===== src/rtl/mer_pkg.sv =====
// Shared types and constants of the midpoint ellipse rasterizer.
`timescale 1ns / 1ps
`default_nettype none

package mer_pkg;

  localparam int CoordBits = 12;
  localparam int RadBits   = CoordBits - 1;       // half-axis
  localparam int SqBits    = 2 * RadBits;         // rx^2, ry^2
  localparam int TermBits  = 3 * CoordBits;       // 2*ry^2*x, 2*rx^2*y
  localparam int DecBits   = 4 * CoordBits;       // midpoint decision
  localparam int MulBits   = 2 * CoordBits + 2;   // multiplier operand, holds (2x+1)^2
  localparam int ProdBits  = 2 * MulBits;
  localparam int AccBits   = ProdBits;            // quarter-unit accumulator

  localparam logic CMD_LOAD = 1'b0;
  localparam logic CMD_STEP = 1'b1;

  typedef enum logic [1:0] {
    PH_IDLE,
    PH_R1,
    PH_R2,
    PH_DONE
  } phase_e;

  typedef enum logic [4:0] {
    ST_IDLE,
    ST_LD_RX,
    ST_LD_RY,
    ST_LD_RXRY,
    ST_LD_INIT,
    ST_LD_RND,
    ST_CHECK,
    ST_S_A2,
    ST_S_RYA,
    ST_S_B2,
    ST_S_RXB,
    ST_S_RXRY,
    ST_S_SUB,
    ST_S_RND,
    ST_STEP,
    ST_DEC,
    ST_EMIT
  } state_e;

  typedef enum logic [3:0] {
    OP_NONE,
    OP_LOAD,
    OP_RX2,
    OP_RY2,
    OP_INIT,
    OP_ROUND,
    OP_ROUND_R2,
    OP_ACC_SET,
    OP_ACC_ADD4,
    OP_ACC_SUB4,
    OP_STEP,
    OP_DEC,
    OP_DONE,
    OP_EMIT
  } dp_op_e;

  typedef enum logic [3:0] {
    MUL_NONE,
    MUL_RX_RX,
    MUL_RY_RY,
    MUL_RX2_RY,
    MUL_A_A,
    MUL_RY2_P,
    MUL_B_B,
    MUL_RX2_P,
    MUL_RX2_RY2
  } mul_sel_e;

  typedef struct packed {
    dp_op_e   op;
    mul_sel_e mul;
  } ctrl_t;

  typedef struct packed {
    phase_e phase;
    logic   step_lt;   // 2*ry^2*x < 2*rx^2*y
    logic   y_zero;
    logic   out_busy;  // result register full and not taken this cycle
  } sts_t;

endpackage

`default_nettype wire


===== src/rtl/mer_mul.sv =====
// Shared unsigned multiplier with registered product.
`timescale 1ns / 1ps
`default_nettype none

module mer_mul (
  input  wire logic                          clk_i,
  input  wire logic [mer_pkg::MulBits-1:0]   op_a_i,
  input  wire logic [mer_pkg::MulBits-1:0]   op_b_i,
  output logic      [mer_pkg::ProdBits-1:0]  prod_o
);

  logic [mer_pkg::ProdBits-1:0] prod_q;
  logic [mer_pkg::ProdBits-1:0] prod_d;

  assign prod_d = mer_pkg::ProdBits'(op_a_i) * mer_pkg::ProdBits'(op_b_i);

  always_ff @(posedge clk_i) begin
    prod_q <= prod_d;
  end

  assign prod_o = prod_q;

endmodule

`default_nettype wire


===== src/rtl/mer_ctrl.sv =====
// Sequencer of the ellipse rasterizer: load, region switch and step sequences.
`timescale 1ns / 1ps
`default_nettype none

module mer_ctrl (
  input  wire logic           clk_i,
  input  wire logic           rst_ni,
  input  wire logic           in_valid_i,
  input  wire logic           cmd_i,
  output logic                in_ready_o,
  input  wire mer_pkg::sts_t  sts_i,
  output mer_pkg::ctrl_t      ctrl_o
);

  mer_pkg::state_e state_q, state_d;

  always_ff @(posedge clk_i or negedge rst_ni) begin
    if (!rst_ni) begin
      state_q <= mer_pkg::ST_IDLE;
    end else begin
      state_q <= state_d;
    end
  end

  // next state
  always_comb begin
    state_d = state_q;
    case (state_q)
      mer_pkg::ST_IDLE: begin
        if (in_valid_i) begin
          if (cmd_i == mer_pkg::CMD_LOAD) begin
            state_d = mer_pkg::ST_LD_RX;
          end else if (sts_i.phase inside {mer_pkg::PH_R1, mer_pkg::PH_R2}) begin
            state_d = mer_pkg::ST_STEP;
          end
        end
      end
      mer_pkg::ST_LD_RX:   state_d = mer_pkg::ST_LD_RY;
      mer_pkg::ST_LD_RY:   state_d = mer_pkg::ST_LD_RXRY;
      mer_pkg::ST_LD_RXRY: state_d = mer_pkg::ST_LD_INIT;
      mer_pkg::ST_LD_INIT: state_d = mer_pkg::ST_LD_RND;
      mer_pkg::ST_LD_RND:  state_d = mer_pkg::ST_CHECK;
      mer_pkg::ST_CHECK: begin
        if (sts_i.step_lt || sts_i.y_zero) begin
          state_d = mer_pkg::ST_EMIT;
        end else begin
          state_d = mer_pkg::ST_S_A2;
        end
      end
      mer_pkg::ST_S_A2:   state_d = mer_pkg::ST_S_RYA;
      mer_pkg::ST_S_RYA:  state_d = mer_pkg::ST_S_B2;
      mer_pkg::ST_S_B2:   state_d = mer_pkg::ST_S_RXB;
      mer_pkg::ST_S_RXB:  state_d = mer_pkg::ST_S_RXRY;
      mer_pkg::ST_S_RXRY: state_d = mer_pkg::ST_S_SUB;
      mer_pkg::ST_S_SUB:  state_d = mer_pkg::ST_S_RND;
      mer_pkg::ST_S_RND:  state_d = mer_pkg::ST_EMIT;
      mer_pkg::ST_STEP:   state_d = mer_pkg::ST_DEC;
      mer_pkg::ST_DEC: begin
        state_d = (sts_i.phase == mer_pkg::PH_R1) ? mer_pkg::ST_CHECK : mer_pkg::ST_EMIT;
      end
      mer_pkg::ST_EMIT: begin
        if (!sts_i.out_busy) begin
          state_d = mer_pkg::ST_IDLE;
        end
      end
      default: state_d = mer_pkg::ST_IDLE;
    endcase
  end

  // outputs
  always_comb begin
    in_ready_o = 1'b0;
    ctrl_o.op  = mer_pkg::OP_NONE;
    ctrl_o.mul = mer_pkg::MUL_NONE;
    case (state_q)
      mer_pkg::ST_IDLE: begin
        in_ready_o = 1'b1;
        if (in_valid_i && (cmd_i == mer_pkg::CMD_LOAD)) begin
          ctrl_o.op = mer_pkg::OP_LOAD;
        end
      end
      mer_pkg::ST_LD_RX: ctrl_o.mul = mer_pkg::MUL_RX_RX;
      mer_pkg::ST_LD_RY: begin
        ctrl_o.op  = mer_pkg::OP_RX2;
        ctrl_o.mul = mer_pkg::MUL_RY_RY;
      end
      mer_pkg::ST_LD_RXRY: begin
        ctrl_o.op  = mer_pkg::OP_RY2;
        ctrl_o.mul = mer_pkg::MUL_RX2_RY;
      end
      mer_pkg::ST_LD_INIT: ctrl_o.op = mer_pkg::OP_INIT;
      mer_pkg::ST_LD_RND:  ctrl_o.op = mer_pkg::OP_ROUND;
      mer_pkg::ST_CHECK: begin
        if (!sts_i.step_lt && sts_i.y_zero) begin
          ctrl_o.op = mer_pkg::OP_DONE;
        end
      end
      mer_pkg::ST_S_A2:  ctrl_o.mul = mer_pkg::MUL_A_A;
      mer_pkg::ST_S_RYA: ctrl_o.mul = mer_pkg::MUL_RY2_P;
      mer_pkg::ST_S_B2: begin
        ctrl_o.op  = mer_pkg::OP_ACC_SET;
        ctrl_o.mul = mer_pkg::MUL_B_B;
      end
      mer_pkg::ST_S_RXB: ctrl_o.mul = mer_pkg::MUL_RX2_P;
      mer_pkg::ST_S_RXRY: begin
        ctrl_o.op  = mer_pkg::OP_ACC_ADD4;
        ctrl_o.mul = mer_pkg::MUL_RX2_RY2;
      end
      mer_pkg::ST_S_SUB: ctrl_o.op = mer_pkg::OP_ACC_SUB4;
      mer_pkg::ST_S_RND: ctrl_o.op = mer_pkg::OP_ROUND_R2;
      mer_pkg::ST_STEP:  ctrl_o.op = mer_pkg::OP_STEP;
      mer_pkg::ST_DEC:   ctrl_o.op = mer_pkg::OP_DEC;
      mer_pkg::ST_EMIT: begin
        if (!sts_i.out_busy) begin
          ctrl_o.op = mer_pkg::OP_EMIT;
        end
      end
      default: ;
    endcase
  end

endmodule

`default_nettype wire


===== src/rtl/mer_dpath.sv =====
// Ellipse datapath: geometry registers, decision accumulator, result register.
`timescale 1ns / 1ps
`default_nettype none

module mer_dpath (
  input  wire logic                           clk_i,
  input  wire logic                           rst_ni,
  input  wire mer_pkg::ctrl_t                 ctrl_i,
  output mer_pkg::sts_t                       sts_o,
  input  wire logic [mer_pkg::CoordBits-1:0]  start_x_i,
  input  wire logic [mer_pkg::CoordBits-1:0]  start_y_i,
  input  wire logic [mer_pkg::CoordBits-1:0]  end_x_i,
  input  wire logic [mer_pkg::CoordBits-1:0]  end_y_i,
  output logic      [mer_pkg::MulBits-1:0]    mul_a_o,
  output logic      [mer_pkg::MulBits-1:0]    mul_b_o,
  input  wire logic [mer_pkg::ProdBits-1:0]   prod_i,
  output logic                                out_valid_o,
  input  wire logic                           out_ready_i,
  output logic      [mer_pkg::CoordBits-1:0]  pt0_x_o,
  output logic      [mer_pkg::CoordBits-1:0]  pt0_y_o,
  output logic      [mer_pkg::CoordBits-1:0]  pt1_x_o,
  output logic      [mer_pkg::CoordBits-1:0]  pt1_y_o,
  output logic      [mer_pkg::CoordBits-1:0]  pt2_x_o,
  output logic      [mer_pkg::CoordBits-1:0]  pt2_y_o,
  output logic      [mer_pkg::CoordBits-1:0]  pt3_x_o,
  output logic      [mer_pkg::CoordBits-1:0]  pt3_y_o,
  output logic                                last_o
);

  localparam int CB = mer_pkg::CoordBits;
  localparam int RB = mer_pkg::RadBits;
  localparam int SB = mer_pkg::SqBits;
  localparam int TB = mer_pkg::TermBits;
  localparam int DB = mer_pkg::DecBits;
  localparam int AB = mer_pkg::AccBits;
  localparam int MB = mer_pkg::MulBits;

  logic [CB-1:0] cx_q, cx_d, cy_q, cy_d;
  logic [RB-1:0] rx_q, rx_d, ry_q, ry_d;
  logic [SB-1:0] rx2_q, rx2_d, ry2_q, ry2_d;
  logic [CB-1:0] cur_x_q, cur_x_d, cur_y_q, cur_y_d;
  logic [TB-1:0] stepx_q, stepx_d, stepy_q, stepy_d;
  logic [DB-1:0] dec_q, dec_d;
  logic [AB-1:0] acc_q, acc_d;
  logic          simple_q, simple_d;
  mer_pkg::phase_e phase_q, phase_d;
  logic          out_valid_q, out_valid_d;
  logic [CB-1:0] pt_px_q, pt_px_d, pt_mx_q, pt_mx_d, pt_py_q, pt_py_d, pt_my_q, pt_my_d;
  logic          out_last_q, out_last_d;

  logic [CB-1:0] diff_x, diff_y;
  logic [CB:0]   sum_x, sum_y;
  logic [TB-1:0] two_rx2, two_ry2;
  logic [AB-1:0] prod4, rnd_t, rnd_u;
  logic [CB-1:0] y_m1;
  logic          dec_neg, dec_pos;

  // box corners to center and half axes
  assign diff_x = (end_x_i >= start_x_i) ? (end_x_i - start_x_i) : (start_x_i - end_x_i);
  assign diff_y = (end_y_i >= start_y_i) ? (end_y_i - start_y_i) : (start_y_i - end_y_i);
  assign sum_x  = {1'b0, start_x_i} + {1'b0, end_x_i};
  assign sum_y  = {1'b0, start_y_i} + {1'b0, end_y_i};

  assign two_rx2 = TB'(rx2_q) << 1;
  assign two_ry2 = TB'(ry2_q) << 1;
  assign prod4   = {prod_i[AB-3:0], 2'b00};
  assign y_m1    = cur_y_q - CB'(1);
  assign dec_neg = dec_q[DB-1];
  assign dec_pos = !dec_q[DB-1] && (|dec_q);

  // (q + 2) / 4 truncated toward zero
  assign rnd_t = acc_q + AB'(2);
  assign rnd_u = rnd_t[AB-1] ? (rnd_t + AB'(3)) : rnd_t;

  always_comb begin
    mul_a_o = '0;
    mul_b_o = '0;
    case (ctrl_i.mul)
      mer_pkg::MUL_RX_RX: begin
        mul_a_o = MB'(rx_q);
        mul_b_o = MB'(rx_q);
      end
      mer_pkg::MUL_RY_RY: begin
        mul_a_o = MB'(ry_q);
        mul_b_o = MB'(ry_q);
      end
      mer_pkg::MUL_RX2_RY: begin
        mul_a_o = MB'(rx2_q);
        mul_b_o = MB'(ry_q);
      end
      mer_pkg::MUL_A_A: begin
        mul_a_o = MB'({cur_x_q, 1'b1});
        mul_b_o = MB'({cur_x_q, 1'b1});
      end
      mer_pkg::MUL_RY2_P: begin
        mul_a_o = MB'(ry2_q);
        mul_b_o = prod_i[MB-1:0];
      end
      mer_pkg::MUL_B_B: begin
        mul_a_o = MB'(y_m1);
        mul_b_o = MB'(y_m1);
      end
      mer_pkg::MUL_RX2_P: begin
        mul_a_o = MB'(rx2_q);
        mul_b_o = prod_i[MB-1:0];
      end
      mer_pkg::MUL_RX2_RY2: begin
        mul_a_o = MB'(rx2_q);
        mul_b_o = MB'(ry2_q);
      end
      default: ;
    endcase
  end

  always_comb begin
    cx_d = cx_q;  cy_d = cy_q;
    rx_d = rx_q;  ry_d = ry_q;
    rx2_d = rx2_q;  ry2_d = ry2_q;
    cur_x_d = cur_x_q;  cur_y_d = cur_y_q;
    stepx_d = stepx_q;  stepy_d = stepy_q;
    dec_d = dec_q;
    acc_d = acc_q;
    simple_d = simple_q;
    phase_d = phase_q;
    pt_px_d = pt_px_q;  pt_mx_d = pt_mx_q;
    pt_py_d = pt_py_q;  pt_my_d = pt_my_q;
    out_last_d = out_last_q;
    out_valid_d = out_valid_q && !out_ready_i;
    case (ctrl_i.op)
      mer_pkg::OP_LOAD: begin
        cx_d = sum_x[CB:1];
        cy_d = sum_y[CB:1];
        rx_d = diff_x[CB-1:1];
        ry_d = diff_y[CB-1:1];
      end
      mer_pkg::OP_RX2: rx2_d = prod_i[SB-1:0];
      mer_pkg::OP_RY2: ry2_d = prod_i[SB-1:0];
      mer_pkg::OP_INIT: begin
        cur_x_d = '0;
        cur_y_d = CB'(ry_q);
        stepx_d = '0;
        stepy_d = {prod_i[TB-2:0], 1'b0};
        acc_d   = (AB'(ry2_q) << 2) - prod4 + AB'(rx2_q);
        phase_d = mer_pkg::PH_R1;
      end
      mer_pkg::OP_ROUND: dec_d = rnd_u[DB+1:2];
      mer_pkg::OP_ROUND_R2: begin
        dec_d   = rnd_u[DB+1:2];
        phase_d = mer_pkg::PH_R2;
      end
      mer_pkg::OP_ACC_SET:  acc_d = prod_i[AB-1:0];
      mer_pkg::OP_ACC_ADD4: acc_d = acc_q + prod4;
      mer_pkg::OP_ACC_SUB4: acc_d = acc_q - prod4;
      mer_pkg::OP_STEP: begin
        if (phase_q == mer_pkg::PH_R1) begin
          simple_d = dec_neg;
          cur_x_d  = cur_x_q + CB'(1);
          stepx_d  = stepx_q + two_ry2;
          if (!dec_neg) begin
            cur_y_d = y_m1;
            stepy_d = stepy_q - two_rx2;
          end
        end else begin
          simple_d = dec_pos;
          cur_y_d  = y_m1;
          stepy_d  = stepy_q - two_rx2;
          if (!dec_pos) begin
            cur_x_d = cur_x_q + CB'(1);
            stepx_d = stepx_q + two_ry2;
          end
        end
      end
      mer_pkg::OP_DEC: begin
        if (phase_q == mer_pkg::PH_R1) begin
          dec_d = dec_q + DB'(ry2_q) + DB'(stepx_q) - (simple_q ? DB'(0) : DB'(stepy_q));
        end else begin
          dec_d = dec_q + DB'(rx2_q) - DB'(stepy_q) + (simple_q ? DB'(0) : DB'(stepx_q));
          if (cur_y_q == '0) begin
            phase_d = mer_pkg::PH_DONE;
          end
        end
      end
      mer_pkg::OP_DONE: phase_d = mer_pkg::PH_DONE;
      mer_pkg::OP_EMIT: begin
        pt_px_d     = cx_q + cur_x_q;
        pt_mx_d     = cx_q - cur_x_q;
        pt_py_d     = cy_q + cur_y_q;
        pt_my_d     = cy_q - cur_y_q;
        out_last_d  = (phase_q == mer_pkg::PH_DONE);
        out_valid_d = 1'b1;
      end
      default: ;
    endcase
  end

  always_ff @(posedge clk_i or negedge rst_ni) begin
    if (!rst_ni) begin
      phase_q     <= mer_pkg::PH_IDLE;
      out_valid_q <= 1'b0;
    end else begin
      phase_q     <= phase_d;
      out_valid_q <= out_valid_d;
    end
  end

  always_ff @(posedge clk_i) begin
    cx_q <= cx_d;  cy_q <= cy_d;
    rx_q <= rx_d;  ry_q <= ry_d;
    rx2_q <= rx2_d;  ry2_q <= ry2_d;
    cur_x_q <= cur_x_d;  cur_y_q <= cur_y_d;
    stepx_q <= stepx_d;  stepy_q <= stepy_d;
    dec_q <= dec_d;
    acc_q <= acc_d;
    simple_q <= simple_d;
    pt_px_q <= pt_px_d;  pt_mx_q <= pt_mx_d;
    pt_py_q <= pt_py_d;  pt_my_q <= pt_my_d;
    out_last_q <= out_last_d;
  end

  assign sts_o.phase    = phase_q;
  assign sts_o.step_lt  = (stepx_q < stepy_q);
  assign sts_o.y_zero   = (cur_y_q == '0);
  assign sts_o.out_busy = out_valid_q && !out_ready_i;

  assign out_valid_o = out_valid_q;
  assign pt0_x_o = pt_px_q;
  assign pt0_y_o = pt_py_q;
  assign pt1_x_o = pt_mx_q;
  assign pt1_y_o = pt_py_q;
  assign pt2_x_o = pt_px_q;
  assign pt2_y_o = pt_my_q;
  assign pt3_x_o = pt_mx_q;
  assign pt3_y_o = pt_my_q;
  assign last_o  = out_last_q;

  // a result is never written over one that is still waiting
  a_no_overwrite: assert property (@(posedge clk_i) disable iff (!rst_ni)
    (ctrl_i.op == mer_pkg::OP_EMIT) |-> !(out_valid_q && !out_ready_i))
    else $error("result register overwritten");

  a_last_flag: assert property (@(posedge clk_i) disable iff (!rst_ni)
    (ctrl_i.op == mer_pkg::OP_EMIT) |=>
      (out_valid_q && (out_last_q == (phase_q == mer_pkg::PH_DONE))))
    else $error("last flag does not match phase");

  a_r2_y_nonzero: assert property (@(posedge clk_i) disable iff (!rst_ni)
    (ctrl_i.op == mer_pkg::OP_STEP && phase_q == mer_pkg::PH_R2) |-> (cur_y_q != '0))
    else $error("region 2 step with y at zero");

  a_no_skip_r1: assert property (@(posedge clk_i) disable iff (!rst_ni)
    (phase_q == mer_pkg::PH_IDLE) |=> (phase_q != mer_pkg::PH_R2))
    else $error("region 2 entered without load");

endmodule

`default_nettype wire


===== src/rtl/midpoint_ellipse_rasterizer.sv =====
// Top level of the midpoint ellipse rasterizer.
//
//   channel  direction  handshake               payload
//   in       input      in_valid_i / in_ready_o  cmd_i, start_x_i, start_y_i, end_x_i, end_y_i
//   out      output     out_valid_o / out_ready_i pt0..pt3 x/y, last_o
//
// Load transaction: the shared multiplier runs rx^2, ry^2, rx^2*ry in turn, the decision
// is set and rounded, and the region switch follows if the ellipse starts in region 2.
// Step transaction: a step and a decision update, then in region 1 a region check; at the
// region switch the region-2 start value takes five passes through the multiplier.
// One transaction at a time; the result register frees the input side while a
// result waits, and the sequencer holds before writing a new result until taken.
// Reset clears the sequencer, phase and result valid; no clearing pass.
`timescale 1ns / 1ps
`default_nettype none

module midpoint_ellipse_rasterizer (
  input  wire logic                           clk_i,
  input  wire logic                           rst_ni,
  input  wire logic                           in_valid_i,
  output logic                                in_ready_o,
  input  wire logic                           cmd_i,
  input  wire logic [mer_pkg::CoordBits-1:0]  start_x_i,
  input  wire logic [mer_pkg::CoordBits-1:0]  start_y_i,
  input  wire logic [mer_pkg::CoordBits-1:0]  end_x_i,
  input  wire logic [mer_pkg::CoordBits-1:0]  end_y_i,
  output logic                                out_valid_o,
  input  wire logic                           out_ready_i,
  output logic      [mer_pkg::CoordBits-1:0]  pt0_x_o,
  output logic      [mer_pkg::CoordBits-1:0]  pt0_y_o,
  output logic      [mer_pkg::CoordBits-1:0]  pt1_x_o,
  output logic      [mer_pkg::CoordBits-1:0]  pt1_y_o,
  output logic      [mer_pkg::CoordBits-1:0]  pt2_x_o,
  output logic      [mer_pkg::CoordBits-1:0]  pt2_y_o,
  output logic      [mer_pkg::CoordBits-1:0]  pt3_x_o,
  output logic      [mer_pkg::CoordBits-1:0]  pt3_y_o,
  output logic                                last_o
);

  mer_pkg::ctrl_t ctrl;
  mer_pkg::sts_t  sts;
  logic [mer_pkg::MulBits-1:0]  mul_a, mul_b;
  logic [mer_pkg::ProdBits-1:0] prod;

  mer_ctrl u_ctrl (
    .clk_i      (clk_i),
    .rst_ni     (rst_ni),
    .in_valid_i (in_valid_i),
    .cmd_i      (cmd_i),
    .in_ready_o (in_ready_o),
    .sts_i      (sts),
    .ctrl_o     (ctrl)
  );

  mer_mul u_mul (
    .clk_i  (clk_i),
    .op_a_i (mul_a),
    .op_b_i (mul_b),
    .prod_o (prod)
  );

  mer_dpath u_dpath (
    .clk_i       (clk_i),
    .rst_ni      (rst_ni),
    .ctrl_i      (ctrl),
    .sts_o       (sts),
    .start_x_i   (start_x_i),
    .start_y_i   (start_y_i),
    .end_x_i     (end_x_i),
    .end_y_i     (end_y_i),
    .mul_a_o     (mul_a),
    .mul_b_o     (mul_b),
    .prod_i      (prod),
    .out_valid_o (out_valid_o),
    .out_ready_i (out_ready_i),
    .pt0_x_o     (pt0_x_o),
    .pt0_y_o     (pt0_y_o),
    .pt1_x_o     (pt1_x_o),
    .pt1_y_o     (pt1_y_o),
    .pt2_x_o     (pt2_x_o),
    .pt2_y_o     (pt2_y_o),
    .pt3_x_o     (pt3_x_o),
    .pt3_y_o     (pt3_y_o),
    .last_o      (last_o)
  );

endmodule

`default_nettype wire


===== config.mk =====
export PLATFORM = sky130hd
export DESIGN_NAME = midpoint_ellipse_rasterizer
export DESIGN_NICKNAME = d
export VERILOG_FILES = /design/src/rtl/mer_pkg.sv /design/src/rtl/mer_mul.sv /design/src/rtl/mer_ctrl.sv /design/src/rtl/mer_dpath.sv /design/src/rtl/midpoint_ellipse_rasterizer.sv
export SDC_FILE = /design/constraint.sdc
export NUM_CORES = 2
export LEC_CHECK = 0
export BUFFER_PORTS_ARGS = -buffer_cell sky130_fd_sc_hd__buf_2
export CAP_MARGIN = 5
export CELL_PAD_IN_SITES_DETAIL_PLACEMENT = 2
export CELL_PAD_IN_SITES_GLOBAL_PLACEMENT = 2
export CORE_ASPECT_RATIO = 1.25
export CORE_MARGIN = 2
export CORE_UTILIZATION = 42
export DETAILED_ROUTE_END_ITERATION = 7
export PLACE_DENSITY = 0.91
export SLEW_MARGIN = 20
export SYNTH_ARGS = -nofsm -noshare
export SYNTH_HDL_FRONTEND = slang
export SYNTH_HIERARCHICAL = 1
export SYNTH_SLANG_ARGS = --single-unit

===== constraint.sdc =====
create_clock -name clk_i -period 10.6 [get_ports clk_i]
set_clock_uncertainty 0.1 [all_clocks]
set_input_delay 1.59 -clock clk_i [delete_from_list [all_inputs] [get_ports clk_i]]
set_output_delay 1.59 -clock clk_i [all_outputs]
set_load 0.02 [all_outputs]

======== Word-level counts from Yosys, hierarchy flattened ========
Cells that the tools add are included.
word-level totals
  register bits ........................... 396
  word-level logic and storage cells ...... 164
cells by class
  add/subtract/negate cells ............... 26
  multipliers ............................. 1
  $lt $le $gt $ge ......................... 3
  equality and inequality tests ........... 47
  multiplexer cells ....................... 40
  bitwise operators ....................... 1
  reductions and logical operators ........ 24
operators by type and width
  cell                   count
  $mux 36                6
  $pmux 52 s4            1
  $pmux 26 s6            1
  $pmux 36 s2            2
  $pmux 22 s6            1
  $add 48x22->48         2
  $pmux 48 s2            1
  $pmux 5 s17            1
  $mux 12                6
  $sub 12x12->12         6
  $add 52x2->52 const B  1
  $add 52x22->52         1
  $add 52x52->52         1
  $mul 26x26->52         1
  $pmux 4 s13            1
  $sub 24x52->52         1
  $sub 52x52->52         1
  $add 50x2->50 const B  1
  $mux 50                1
  $add 48x36->48         1
  $add 48x48->48         1
  $mux 48                1
  $pmux 12 s2            2
  $reduce_or 48->1       1
  other kinds (42)       100

======== Logic depth before layout (Yosys ltp) ========
  word-level depth ........................ 8
  depth in mapped cells ................... 36

======== Hierarchy ========
The synthesis kept the hierarchy.
modules (own cells, without submodules)
  module     times used  cells an instance  area each (um2)  sequential area each (um2)
  mer_dpath  1           4645               39541.7          10044.6
  mer_mul    1           2555               23218.5          1041.0
  mer_ctrl   1           80                 584.3            125.1

======== Worst setup path before layout ========
OpenSTA, ideal clock, no wires.
  path kind ............................... register -> register
  start ................................... register u_ctrl.state_q[1]
  end ..................................... register u_mul.prod_q (netlist bit u_mul/prod_o[41])
  library setup time ...................... 121 ps
  arrival time ............................ 8765 ps
  setup slack ............................. 1614 ps
  stages on the path, launching flop included .. 33
  buffers on the path ..................... 7
  clock period less this slack ............ 8986 ps
  cell sequence ........................... dfrtp_1 > buf_6 > clkbuf_1 > nor4b_1 > nor4b_1 > a21o_1 > clkbuf_1 > clkbuf_1 > a22o_1 > clkbuf_1 > nand2_1 > fa_1 > inv_1 > fa_1 > inv_1 > fa_1 > fa_1 > inv_1 > fa_1 > fa_1 > inv_1 > fa_1 > inv_1 > ha_1 > buf_6 > and3_1 > buf_2 > a311oi_2 > o21ai_1 > o211ai_1 > nand2_1 > a311oi_1 > nor2_1
RTL lines
  item                    RTL line        text
  start, declared         mer_ctrl.sv:15  mer_pkg::state_e state_q, state_d;
  start signal, assigned  mer_ctrl.sv:19  state_q <= mer_pkg::ST_IDLE;
  start signal, assigned  mer_ctrl.sv:21  state_q <= state_d;
  end signal, assigned    mer_mul.sv:18   prod_q <= prod_d;
  end, declared           mer_mul.sv:12   logic [mer_pkg::ProdBits-1:0] prod_q;

==> results.yml <==
run_status:
  result_of_the_run: "finished, violations left"
  failed_checks: "DRC, capacitance limit, slew limit, setup timing"
sta:
  layout_min_cycle_time_ns: 12.03
  hold_ws_ns: 0.4838
  slew_violations: 6
  worst_slack_ns: -1.434
  setup-violations-final: 50
  maxClockFrequency_ghz: 0.08310
  post-route-period-util_pct: 113.5
  worst-slew-pin-transition_ns: 1.645
  hold_violations: 0
  tns_ns: -35.30
  worst_slew_margin_rel_pct: -11.03
floorplanning:
  design.core.area_sq_um: 150000
  fp-row-count: 159
  die-height_um: 438.2
  i_o_pin_cnt: 152
  die_w_um: 351.4
  initial_utilization_pct: 42.23
  fp.dieArea_sq_um: 154000
setup_path:
  sort_of_element_at_the_end_of_the_critical_path: "flop"
  largest_stage_delay_on_the_critical_path_ns: 1.20
  worstReg2RegStart: "u_ctrl/state_q[0]$_DFFE_PN0P_"
  worst-r2r-cell-count: 30
  cp_max_fo: 26
  r2r_end: "u_mul/prod_o[30]$_DFF_P_"
  most_frequent_cell_on_the_critical_path: "sky130_fd_sc_hd__fa_1"
  arrival_ns: 12.46
  crit_slowest_cell: "sky130_fd_sc_hd__a22oi_1"
  ff2ff_setup_slack_ns: -1.43
  worst_ep_required_time_ns: 11.03
  worstSetupPathType: "reg2reg"
  critical_path.startpoint_type: "flop"
final_layout:
  areaGrowthSynthToFinish_pct: 7.982
  layout.cells.most_common: "sky130_fd_sc_hd__inv_1"
  most-common-layout-cells: "sky130_fd_sc_hd__inv_1 (1,222), sky130_fd_sc_hd__fa_1 (717), sky130_fd_sc_hd__nand2_1 (661), sky130_fd_sc_hd__ha_1 (597), sky130_fd_sc_hd__and2_1 (401)"
  multi_input_comb_area_sq_um: 46370
  layout.area.seq_sq_um: 11220
  fillCellCount: 16210
  num-nets-final: 8638
  layout.core_utilization_pct: 45.60
  ratio_of_cells_with_drive_above_1_in_the_final_layout_pct: 7.059
synth:
  synth.top_cells.by_area: "sky130_fd_sc_hd__fa_1 (23%), sky130_fd_sc_hd__edfxtp_1 (16%), sky130_fd_sc_hd__ha_1 (12%)"
  yosys_warnings: 6
  synth.distinct_cells: 110
  async_flop_share_pct: 2.041
  synth_seq_cells: 392
  yosys_top_cell_area_share_pct: 22.72
  prevailing_post_synth_register_cell: "sky130_fd_sc_hd__edfxtp_1"
  synth_cells: 7280
  synthesis.area_per_instance_sq_um: 8.701
  post-synth-top-area-cell: "sky130_fd_sc_hd__fa_1"
  synth_seq_area_share_pct: 17.70
  synth-edff-count: 332
  area_of_the_mapped_netlist_sq_um: 63340
detailed_routing:
  dr.first_iter.drc_count: 8423
  detailroute.via_count: 65730
  first_pass_drt_iterations: 8
  wirelength_mm: 380.6
  post_drt_via_cell_ratio: 7.015
  drc_errors: 4
  routed_antenna_nets: 0
  detail_route.wl_per_cell_um: 40.62
clock_tree:
  cts_inserted_buffers: 50
  numClockSinks: 392
  cts.clk_slew.worst_paths_ns: 0.07
  worst_skew_pair.late_latency_ns: 0.74
  cts_htree_levels: 2
  cts_tree: "done"
  cts.path.max_buffers: 3
  clockRootBuffer: "sky130_fd_sc_hd__clkbuf_16"
  hold_buf_count_cts: 0
placement:
  hpwl_mm: 231.5
  place.gp.congestion: 0.9619
  io_buffer_count: 151
run:
  maxCapViolations: 2
global_route:
  first_global_vias: 71370
  grt.overflow.total: 0
  grt.total_usage_pct: 44.54
  grt_antenna_before_repair: 74
  grt_start_max_net_pins: 73
  grt_pass1_wl_mm: 502.9
worst_hold_path:
  hp-start: "u_mul/prod_o[50]$_DFF_P_"
  holdPathEnd: "u_dpath/acc_q[50]$_DFFE_PP_"
  hold_path_class: "reg2reg"
  timing.hold.worst_path_depth: 2
## Yosys cell counts, drive strengths merged, types with 65 or more instances
| master | n |
|---|---|
| inv | 1224 |
| fa | 719 |
| nand2 | 666 |
| ha | 598 |
| and2 | 404 |
| a21oi | 392 |
| nor2 | 347 |
| edfxtp | 332 |
| o21ai | 320 |
| xnor2 | 299 |
| clkbuf | 257 |
| xor2 | 169 |
| a21o | 155 |
| nand2b | 124 |
| nor3 | 114 |
| nand3 | 109 |
| buf | 91 |
| nor2b | 68 |
| nand4 | 65 |
## how the worst max path moves through the flow
stage | endpoint | cells past startpoint | slack (ns) | from
after floorplan | u_mul/prod_o[41]$_DFF_P_ | 32 | 1.61 | u_ctrl/state_q[1]$_DFFE_PN0P_
after global placement | u_mul/prod_o[45]$_DFF_P_ | 29 | 0.30 | u_ctrl/state_q[1]$_DFFE_PN0P_
after detailed placement | u_mul/prod_o[49]$_DFF_P_ | 30 | -0.31 | u_ctrl/state_q[3]$_DFFE_PN0P_
after CTS | u_mul/prod_o[44]$_DFF_P_ | 29 | -0.002 | u_ctrl/state_q[3]$_DFFE_PN0P_
after global routing | u_mul/prod_o[44]$_DFF_P_ | 30 | -1.33 | u_ctrl/state_q[0]$_DFFE_PN0P_
final | u_mul/prod_o[30]$_DFF_P_ | 30 | -1.43 | u_ctrl/state_q[0]$_DFFE_PN0P_
## layer usage
layer	vias up	track usage [%]	share of wire, %
met5	-	0.7535	0.23
li1	23930	-	-
met4	50	42.14	13
met2	6101	72.51	44
met1	32350	44.40	31
met3	3308	14.81	12
## stage by stage
step / worst slack, ns / std cells / instance area, sq um
after floorplan: 1.614 / 7283 / 63360
after detailed placement: -0.3058 / 9203 / 65930
after CTS: -0.001557 / 9297 / 67880
after global routing: -1.331 / 9343 / 68330
final: -1.434 / 9370 / 68400
after global placement: 0.3004 / 9203 / 65930
## timing repair
item,CTS,global route
buffers inserted,0,23
pin swaps,1,7
cloned,0,1
resized for setup,32,47
setup endpoints to repair,27,32
## flip-flops by register name, indices dropped and copies added, names as in the netlist
register / flops
u_dpath/cy_q: 12
u_dpath/dec_q: 48
u_dpath/pt0_y_o: 12
u_dpath/ry2_q: 22
u_dpath/ry_q: 11
u_dpath/cx_q: 12
u_dpath/phase_q: 2
u_dpath/last_o: 1
u_dpath/stepx_q: 35
u_dpath/pt0_x_o: 12
u_dpath/stepy_q: 35
u_mul/prod_o: 52
u_dpath/rx_q: 11
u_dpath/out_valid_o: 1
u_dpath/cur_y_q: 12
u_dpath/pt2_y_o: 11
u_dpath/cur_x_q: 12
u_dpath/acc_q: 52
u_dpath/pt1_x_o: 11
u_dpath/rx2_q: 22
u_dpath/simple_q: 1
u_ctrl/state_q: 5
## cell type report
type | instances | share of cell area (%)
Multi-Input combinational cell | 5320 | 67.79
Sequential cell | 392 | 16.40
Timing Repair Buffer | 280 | 2.554
Clock inverter | 38 | 0.6914
Inverter | 1224 | 6.722
Tap cell | 2012 | 3.680
Antenna cell | 48 | 0.1756
Clock buffer | 56 | 1.985
## cells by family after synthesis
kind of cell,share of synthesized area (%)
muxes,0.4642
DFF,17.70
AOI/OAI and AO/OA,13.96
xor gates and xnor gates,6.471
and+or+nand+nor,17.07
other,0.005920
adders and majority gates,34.53
buffers and inverters,9.799
## worst max-delay path: cells and delay by family, from the launching register on
kind | cells | cell delay [ns]
fa+ha+maj | 8 | 4.59
buf+inv | 7 | 1.42
xor+xnor | 1 | 0.14
flops | 1 | 0.56
simple gates | 10 | 2.62
compound gates | 4 | 2.31
Power is left out: the tool's default activity adds up to more than one toggle a clock period on the data nets, which glitch-free logic cannot reach.
